[src/hw/rtl/gss_pkg.sv]
`timescale 1ns / 1ps
// ============================================================================
// gss_pkg: shared definitions for the geometric series sum block
// Field widths, the prime and its Barrett constant, and the command and
// status bundles between the controller and the datapath.
// ============================================================================
package gss_pkg;

   // Field widths.
   localparam int BASE_W  = 30;
   localparam int COUNT_W = 32;
   localparam int PROD_W  = 2 * BASE_W;
   // Width of the quotient estimate and of the high slice that feeds it.
   localparam int QH_W    = 31;
   // Width of the partial remainder, which stays below three times the prime.
   localparam int RED_W   = 32;

   // Default number of term count bits that are scanned.
   localparam int COUNT_BITS_DEFAULT = 32;

   // The modulus and the Barrett reciprocal floor(2^60 / prime).
   localparam logic [BASE_W-1:0] PRIME     = 30'd1000000007;
   localparam logic [QH_W-1:0]   BARRETT_M = QH_W'((64'd1 << PROD_W) / 64'(PRIME));

   // Which round of modular products is being issued or written back.
   typedef enum logic {
      OP_DOUBLE = 1'b0,
      OP_APPEND = 1'b1
   } op_kind_type;

   // Commands from the controller to the datapath.
   typedef struct packed {
      logic        load;
      logic        issue;
      op_kind_type op;
      logic        writeback;
      logic        shift;
   } dp_cmd_type;

   // Status from the datapath to the controller.
   typedef struct packed {
      logic cur_bit;
      logic res_valid;
   } dp_status_type;

endpackage

[src/hw/rtl/gss_ctrl.sv]
`timescale 1ns / 1ps
// ============================================================================
// gss_ctrl: sequencer for the bit scan
// Walks the term count from its top bit down, issuing a doubling round once a one
// bit has been seen and, on a one bit, an appending round to the datapath, then strobes the result.
// ============================================================================
module gss_ctrl #(
   parameter int COUNT_BITS = gss_pkg::COUNT_BITS_DEFAULT
) (
   input  logic                   clock,
   input  logic                   reset,
   input  logic                   start,
   output logic                   busy,
   output logic                   rsp_valid,
   input  gss_pkg::dp_status_type status,
   output gss_pkg::dp_cmd_type    cmd
);

   localparam int BL_W = $clog2(COUNT_BITS + 1);

   typedef enum logic [5:0] {
      ST_IDLE      = 6'b000001,
      ST_STEP      = 6'b000010,
      ST_DBL_WAIT  = 6'b000100,
      ST_APP_ISSUE = 6'b001000,
      ST_APP_WAIT  = 6'b010000,
      ST_DONE      = 6'b100000
   } state_type;

   state_type       state_ff, state_in;
   logic [BL_W-1:0] bits_left_ff, bits_left_in;
   logic            seen_one_ff, seen_one_in;
   logic            last_bit;

   assign last_bit = (bits_left_ff == BL_W'(1));

   // Next state and datapath commands.
   always_comb begin
      state_in      = state_ff;
      bits_left_in  = bits_left_ff;
      seen_one_in   = seen_one_ff;
      cmd.load      = 1'b0;
      cmd.issue     = 1'b0;
      cmd.op        = gss_pkg::OP_DOUBLE;
      cmd.writeback = 1'b0;
      cmd.shift     = 1'b0;
      unique case (state_ff)
         ST_IDLE: begin
            if (start) begin
               cmd.load     = 1'b1;
               bits_left_in = BL_W'(COUNT_BITS);
               seen_one_in  = 1'b0;
               state_in     = ST_STEP;
            end
         end
         ST_STEP: begin
            // Before the first one bit the sum is zero and the power one,
            // so doubling leaves them unchanged and is skipped.
            priority if (seen_one_ff) begin
               cmd.issue = 1'b1;
               cmd.op    = gss_pkg::OP_DOUBLE;
               state_in  = ST_DBL_WAIT;
            end else if (status.cur_bit) begin
               cmd.issue = 1'b1;
               cmd.op    = gss_pkg::OP_APPEND;
               state_in  = ST_APP_WAIT;
            end else begin
               cmd.shift    = 1'b1;
               bits_left_in = bits_left_ff - BL_W'(1);
               state_in     = last_bit ? ST_DONE : ST_STEP;
            end
         end
         ST_DBL_WAIT: begin
            cmd.op = gss_pkg::OP_DOUBLE;
            if (status.res_valid) begin
               cmd.writeback = 1'b1;
               if (status.cur_bit) begin
                  state_in = ST_APP_ISSUE;
               end else begin
                  cmd.shift    = 1'b1;
                  bits_left_in = bits_left_ff - BL_W'(1);
                  state_in     = last_bit ? ST_DONE : ST_STEP;
               end
            end
         end
         ST_APP_ISSUE: begin
            cmd.issue = 1'b1;
            cmd.op    = gss_pkg::OP_APPEND;
            state_in  = ST_APP_WAIT;
         end
         ST_APP_WAIT: begin
            cmd.op = gss_pkg::OP_APPEND;
            if (status.res_valid) begin
               cmd.writeback = 1'b1;
               cmd.shift     = 1'b1;
               seen_one_in   = 1'b1;
               bits_left_in  = bits_left_ff - BL_W'(1);
               state_in      = last_bit ? ST_DONE : ST_STEP;
            end
         end
         ST_DONE: begin
            state_in = ST_IDLE;
         end
         default: begin
            state_in = ST_IDLE;
         end
      endcase
   end

   always_ff @(posedge clock) begin
      if (reset) begin
         state_ff     <= ST_IDLE;
         bits_left_ff <= '0;
         seen_one_ff  <= 1'b0;
      end else begin
         state_ff     <= state_in;
         bits_left_ff <= bits_left_in;
         seen_one_ff  <= seen_one_in;
      end
   end

   assign busy      = (state_ff != ST_IDLE);
   assign rsp_valid = (state_ff == ST_DONE);

   // Products only come back while a round is being awaited.
   assert property (@(posedge clock) disable iff (reset)
      status.res_valid |-> (state_ff == ST_DBL_WAIT || state_ff == ST_APP_WAIT))
      else $error("modular product arrived outside a wait state");

   // The result strobe lasts one cycle and the block then takes a new item.
   assert property (@(posedge clock) disable iff (reset) rsp_valid |=> state_ff == ST_IDLE)
      else $error("result strobe not followed by idle");

   // The bit counter never runs out while bits are still being scanned.
   assert property (@(posedge clock) disable iff (reset)
      (state_ff == ST_STEP) |-> (bits_left_ff != '0))
      else $error("bit scan continued past the last bit");

endmodule

[config.mk]
export PLATFORM = sky130hd
export DESIGN_NAME = gss_ctrl
export DESIGN_NICKNAME = d
export VERILOG_FILES = /design/src/hw/rtl/gss_pkg.sv /design/src/hw/rtl/gss_ctrl.sv
export SDC_FILE = /design/constraint.sdc
export NUM_CORES = 1
export LEC_CHECK = 0
export BUFFER_PORTS_ARGS = -buffer_cell sky130_fd_sc_hd__buf_4
export CORE_UTILIZATION = 50
export CTS_CLUSTER_DIAMETER = 100
export DETAILED_ROUTE_END_ITERATION = 16
export PLACE_DENSITY = 0.72
export SLEW_MARGIN = 20
export SYNTH_ARGS = -nofsm -noshare
export SYNTH_HDL_FRONTEND = slang
export SYNTH_SLANG_ARGS = --single-unit
[constraint.sdc]
create_clock -name clock -period 6.12 [get_ports clock]
set_clock_uncertainty 0.2 [all_clocks]
set_input_delay 0.918 -clock clock [delete_from_list [all_inputs] [get_ports clock]]
set_output_delay 0.918 -clock clock [all_outputs]
set_load 0.02 [all_outputs]
==> results of run 1 <==
==> final cells by class <==
class                   count  share of cell area [%]
flip-flops and latches     13                    29.0
well taps                  15                    2.09
clock buffers               3                    2.51
inverters                   6                    2.51
clock inverters             1                   0.558
repair buffers             11                    9.21
multi-input cells          79                    54.1
==> worst max path at each step <==
| stage | slack [ns] | end | cells after the start | from |
|---|---|---|---|---|
| final | 2.99 | cmd[2] | 6 | state_ff[5] |
| after global routing | 2.74 | cmd[0] | 6 | state_ff[5] |
| after CTS | 3.02 | cmd[0] | 6 | state_ff[5] |
| after detailed placement | 3.33 | cmd[0] | 6 | state_ff[5] |
| after global placement | 3.42 | cmd[0] | 6 | state_ff[5] |
| after floorplan | 3.25 | cmd[0] | 3 | status[0] |
==> logic make-up after synthesis <==
family                   after synthesis  synth area share [%]
AND/OR/NAND/NOR                       46                  32.4
AO/OA/AOI/OAI                         30                  25.0
flip-flops                            13                  33.1
buffers and inverters                  8                  5.25
adder cells (fa/ha/maj)                2                  3.18
XOR/XNOR                               1                  1.11
==> metal layers <==
metal	wire length [um]	GRT usage, %
met5	0	0
met4	40	11.6
met3	85	6.52
met2	734	33.1
met1	870	31.8
==> cells in the final DEF (no fill, tap or decap), types with 2 or more instances in the layout <==
master and instances:
a211oi_1 2, a21oi_1 12, and3_1 2, buf_4 11
clkbuf_4 3, dfxtp_1 13, ha_1 2, inv_1 6
nand2_1 10, nand2b_1 3, nand3_1 2, nor2_1 8
nor3_1 6, nor3b_1 3, nor4_1 2, o21ai_0 4
o21ai_1 3, or3_1 3
==> power groups by stage <==
stage               Clock, uW  Combinational [uW]  Sequential [uW]
floorplan                   0                37.0             95.0
global placement            0                47.1             97.3
detailed placement          0                47.6             97.5
CTS                      56.2                47.9             95.5
global route             58.0                54.7             96.5
finish                   53.7                48.2             95.6
==> worst max-delay path, delay by kind of cell (launching register included) <==
family / cells / cell delay [ns]
compound gates: 1 / 0.11
buf+inv: 1 / 0.14
flops: 1 / 0.35
simple gates: 4 / 1.12
==> flip-flops by register name, indices dropped and copies added (netlist names) <==
| signal | cells |
|---|---|
| state_ff | 6 |
| bits_left_ff | 6 |
| seen_one_ff | 1 |
==> metrics by stage <==
stage	total power, uW	util [%]	std cells
5_1_grt	209	64.9	128
3_5_place_dp	145	62.9	124
4_1_cts	200	64.9	128
2_1_floorplan	132	-	100
3_3_place_gp	144	62.9	124
6_report	197	64.9	128
==> results.json, run 1 <==
{
  "grt_overflow": 0,
  "gp_congestion": 0.910,
  "synthTopCellsByArea": "dfxtp_1 33%, a21oi_1 7.6%, nand2_1 4.8%",
  "pwr-share-clk_pct": 27.2,
  "io_buffers": 11,
  "crit_fanout": 6,
  "antenna_found_initial": 0,
  "viasPerCell": 5.98,
  "cts_hold_buf": 0,
  "postRouteAntennaNets": 0,
  "status": "complete, no violations",
  "hold_violations": 0,
  "ff_latch_area_um2": 260,
  "vias": 766,
  "clock.fmax_mhz": 319,
  "period_needed_ns": 3.13,
  "drc": 0,
  "critical_path.slowest_cell": "nor4_1",
  "rsz0062_at_grt": "no",
  "chipHeight_um": 41.7,
  "synth-edff-count": 0,
  "dpl-instance-area_um2": 870,
  "fp.dieW_um": 41.7,
  "holdPathStages": 2,
  "finalNetCount": 121,
  "synth_top_area_share_pct": 33.1,
  "routedWlPerCell_um": 13.5,
  "max_stage_delay_ns": 0.71,
  "ys_ff_latch": 13,
  "synthCells": 100,
  "ys_types": 35,
  "first_iter_violations": 25,
  "die-area_um2": 1740,
  "grt_pass1_wl_um": 3060,
  "syn-num-nets": 107,
  "max-clock-path-buffers": 2,
  "cts_sinks": 13,
  "worst_setup_path_end_kind": "output pin",
  "multi_input_area_um2": 485,
  "cp.required_ns": 5.00,
  "setup_viol": 0,
  "hold-worst-slack_ns": 0.297,
  "reg2reg_from": "state_ff[1]",
  "cts_tree": "done",
  "coreArea_um2": 1380,
  "cts-root-buf": "clkbuf_4",
  "synthToLayoutAreaGrowth_pct": 14.0,
  "place_ws_ns": 3.33,
  "syn_avg_cell_area_um2": 7.87,
  "h-tree-depth": 1,
  "track_usage_pct": 23.2,
  "yosysMostFrequentCell": "dfxtp_1",
  "slew_headroom_pct": 47.2,
  "p_per_area_nw_per_um2": 220,
  "num-fill-cells": 118,
  "reg2reg_to": "bits_left_ff[3]",
  "ys_seq_area_share_pct": 33.1,
  "pwr-share-seq_pct": 48.4,
  "grt_pass1_vias": 684,
  "clk_latency_ns": 0.29,
  "yosys_warnings": 0,
  "maxCapViolCount": 0,
  "hp-class": "reg2reg",
  "worst_slack_ns": 2.99,
  "whs_endpoint": "bits_left_ff[4]",
  "cts_made_buffers": 3,
  "initial_core_util_pct": 56.9,
  "worst_pin_slew_ns": 0.785,
  "intPower_uw": 134,
  "finalCritPeriodShare_pct": 51.2,
  "cp.arrival_ns": 2.01,
  "grt_max_degree": 11,
  "ir_drop_mv": 0.156,
  "ios": 12,
  "switching_share_pct": 32.0,
  "dr.pass1.iters": 4,
  "synthArstFlopShare_pct": 0,
  "row_count": 13,
  "min_from": "bits_left_ff[4]",
  "critical_path_class": "reg2out",
  "power.leakage_uw": 0.000387,
  "dp_hpwl_um": 1330,
  "wl_um": 1730,
  "ys.flop_type": "dfxtp_1",
  "rrSetupSlack_ns": 3.92,
  "ys_top_cells_by_count": "13 x dfxtp_1, 12 x a21oi_1, 10 x nand2_1, 8 x nor2_1",
  "cts_resized": 0,
  "final_area_um2": 897,
  "clkTransAtPathRegs_ns": 0.08,
  "power_switching_uw": 63.3,
  "ff2ff_path_depth": 5,
  "drv_slew": 0,
  "final.setup.tns_ns": 0,
  "synth.largest_area_cell": "dfxtp_1",
  "cts_setup_buffers": 0,
  "syn_area_um2": 787,
  "drive_gt1_share_pct": 17.7,
  "critPathLaunchType": "flip-flop",
  "crit_chain": "nor4_1 -> nand2_1 -> nor2_1 -> a21oi_1 -> nand2b_1 -> buf_4",
  "p_comb_share_pct": 24.4,
  "antenna_cells": 0
}
Power figures use the tool's default switching activity.
==> run 2: changes to the inputs <==
Settings changed: CORE_UTILIZATION 50 to 48.
Clock period 6.12 ns to 2.5 ns, I/O delays scaled along.
==> run 2 against run 1 <==
Critical path depth is 1 lower. Worst setup slack worse by 2.7 ns. Via count is 0.65% lower. Design area is 1.4% higher. Hold slack worse by 0.19 ns. Largest cell class unchanged. Clock-buffer cell count is 1 higher. Power is 140% higher. Sequential share of layout area is 0.40 points lower.
==> results.json, run 2 (synthesized netlist as in run 1, its figures left out) <==
{
  "row_count": 14,
  "grt_pass1_wl_um": 2850,
  "track_usage_pct": 20.9,
  "first_iter_violations": 25,
  "drc": 0,
  "crit_fanout": 8,
  "hold_violations": 0,
  "cp.arrival_ns": 1.69,
  "routedWlPerCell_um": 13.0,
  "ir_drop_mv": 0.354,
  "gp_congestion": 0.848,
  "io_buffers": 11,
  "vias": 761,
  "reg_top3": "bits_left_ff (6), state_ff (6), seen_one_ff (1)",
  "clock.fmax_mhz": 442,
  "place_ws_ns": 0.348,
  "grt_pass1_vias": 653,
  "cp.required_ns": 1.92,
  "critical_path.slowest_cell": "dfxtp_1",
  "final.setup.tns_ns": 0,
  "drive_gt1_share_pct": 18.4,
  "die-area_um2": 1810,
  "maxCapViolCount": 0,
  "postRouteAntennaNets": 0,
  "power.leakage_uw": 0.000390,
  "setup_viol": 0,
  "cts_sinks": 13,
  "max-clock-path-buffers": 2,
  "chipHeight_um": 42.5,
  "cts_hold_buf": 0,
  "hp-class": "in2reg",
  "cts_setup_buffers": 0,
  "synthToLayoutAreaGrowth_pct": 15.6,
  "max_stage_delay_ns": 0.49,
  "dr.pass1.iters": 5,
  "cts-root-buf": "clkbuf_4",
  "worst_setup_path_end_kind": "output pin",
  "status": "complete, no violations",
  "final_common_cell": "dfxtp_1",
  "finalNetCount": 122,
  "num-fill-cells": 133,
  "crit_chain": "xor2_1 -> and3_1 -> nor2_1 -> o21ai_0 -> buf_4",
  "dp_hpwl_um": 1300,
  "grt_overflow": 0,
  "grt_max_degree": 11,
  "initial_core_util_pct": 51.6,
  "h-tree-depth": 1,
  "place_inst": 126,
  "viasPerCell": 5.85,
  "antenna_found_initial": 0,
  "rsz0062_at_grt": "no",
  "drv_slew": 0,
  "layout_common_cells": "13 x dfxtp_1, 12 x a21oi_1, 12 x buf_4, 10 x nand2_1, 8 x nor2_1",
  "final_cells": 130,
  "wl_um": 1690,
  "cts_made_buffers": 3,
  "ios": 12,
  "worst_slack_ns": 0.239,
  "coreArea_um2": 1520,
  "worst_pin_slew_ns": 0.470,
  "finalCritPeriodShare_pct": 90.4,
  "critPathLaunchType": "flip-flop",
  "p_per_area_nw_per_um2": 527,
  "critical_path_class": "reg2out",
  "clkTransAtPathRegs_ns": 0.08,
  "clk_latency_ns": 0.27,
  "slew_headroom_pct": 68.7,
  "fp.dieW_um": 42.5,
  "antenna_cells": 0,
  "period_needed_ns": 2.26,
  "cts_tree": "done"
}
[run 2: changes by cell type in the layout (fill, tap and decap cells not counted), sizes merged]
cell and change:
buf +1, clkinv -1, clkbuf +1
[run 2: path summary, 6_finish.rpt]
check	from	to	slack, ns	cells past startpoint
worst min register to register	bits_left_ff[4]	bits_left_ff[4]	0.30	2
worst max-delay path	state_ff[2]	cmd[0]	0.24	5
worst max register to register	state_ff[5]	bits_left_ff[3]	0.30	5
worst min-delay path	reset	state_ff[4]	0.11	2
[run 2: routing by layer]
metal  GRT usage, %  vias to the layer above  part of all wire, %
li1               -                      393                    -
met1           30.8                      341                   50
met3           5.17                        2                  6.6
met4           5.63                        0                 0.83
met5              0                        -                    0
met2           30.2                       25                   42
[run 2: area by class of cell]
class                   instances  area [um2]  share of cell area, %
multi-input cells              79         490                   53.9
flip-flops and latches         13         260                   28.6
repair buffers                 12        90.1                   9.90
clock buffers                   4        26.3                   2.89
inverters                       6        22.5                   2.48
well taps                      16        20.0                   2.20
[run 2: repair_timing]
item | CTS | global route
endpoints found under the setup margin | 0 | 1
endpoints found under the hold margin | 0 | 0
gates resized for setup | 0 | 1
[run 2: through the flow]
stage	area, um2	hold slack, ns	power, uW	utilization [%]
after floorplan	787	0.244	323	-
after global placement	878	0.289	354	57.6
after detailed placement	878	0.288	355	57.6
after CTS	905	0.105	483	59.4
after global routing	910	0.106	511	59.7
final	910	0.108	479	59.7
[run 2: where the power goes]
group | internal [uW] | switching, uW
logic | 50.3 | 67.9
clock network | 61.7 | 64.8
registers | 220 | 14.2
total | 332 | 147
[run 2: critical path: cells and delay by family, from the launching register on]
family / cells / cell delay (ns)
AOI/OAI and AO/OA: 1 / 0.13
xor gates and xnor gates: 1 / 0.31
buffers and inverters: 1 / 0.16
DFF: 1 / 0.49
and+or+nand+nor: 2 / 0.33
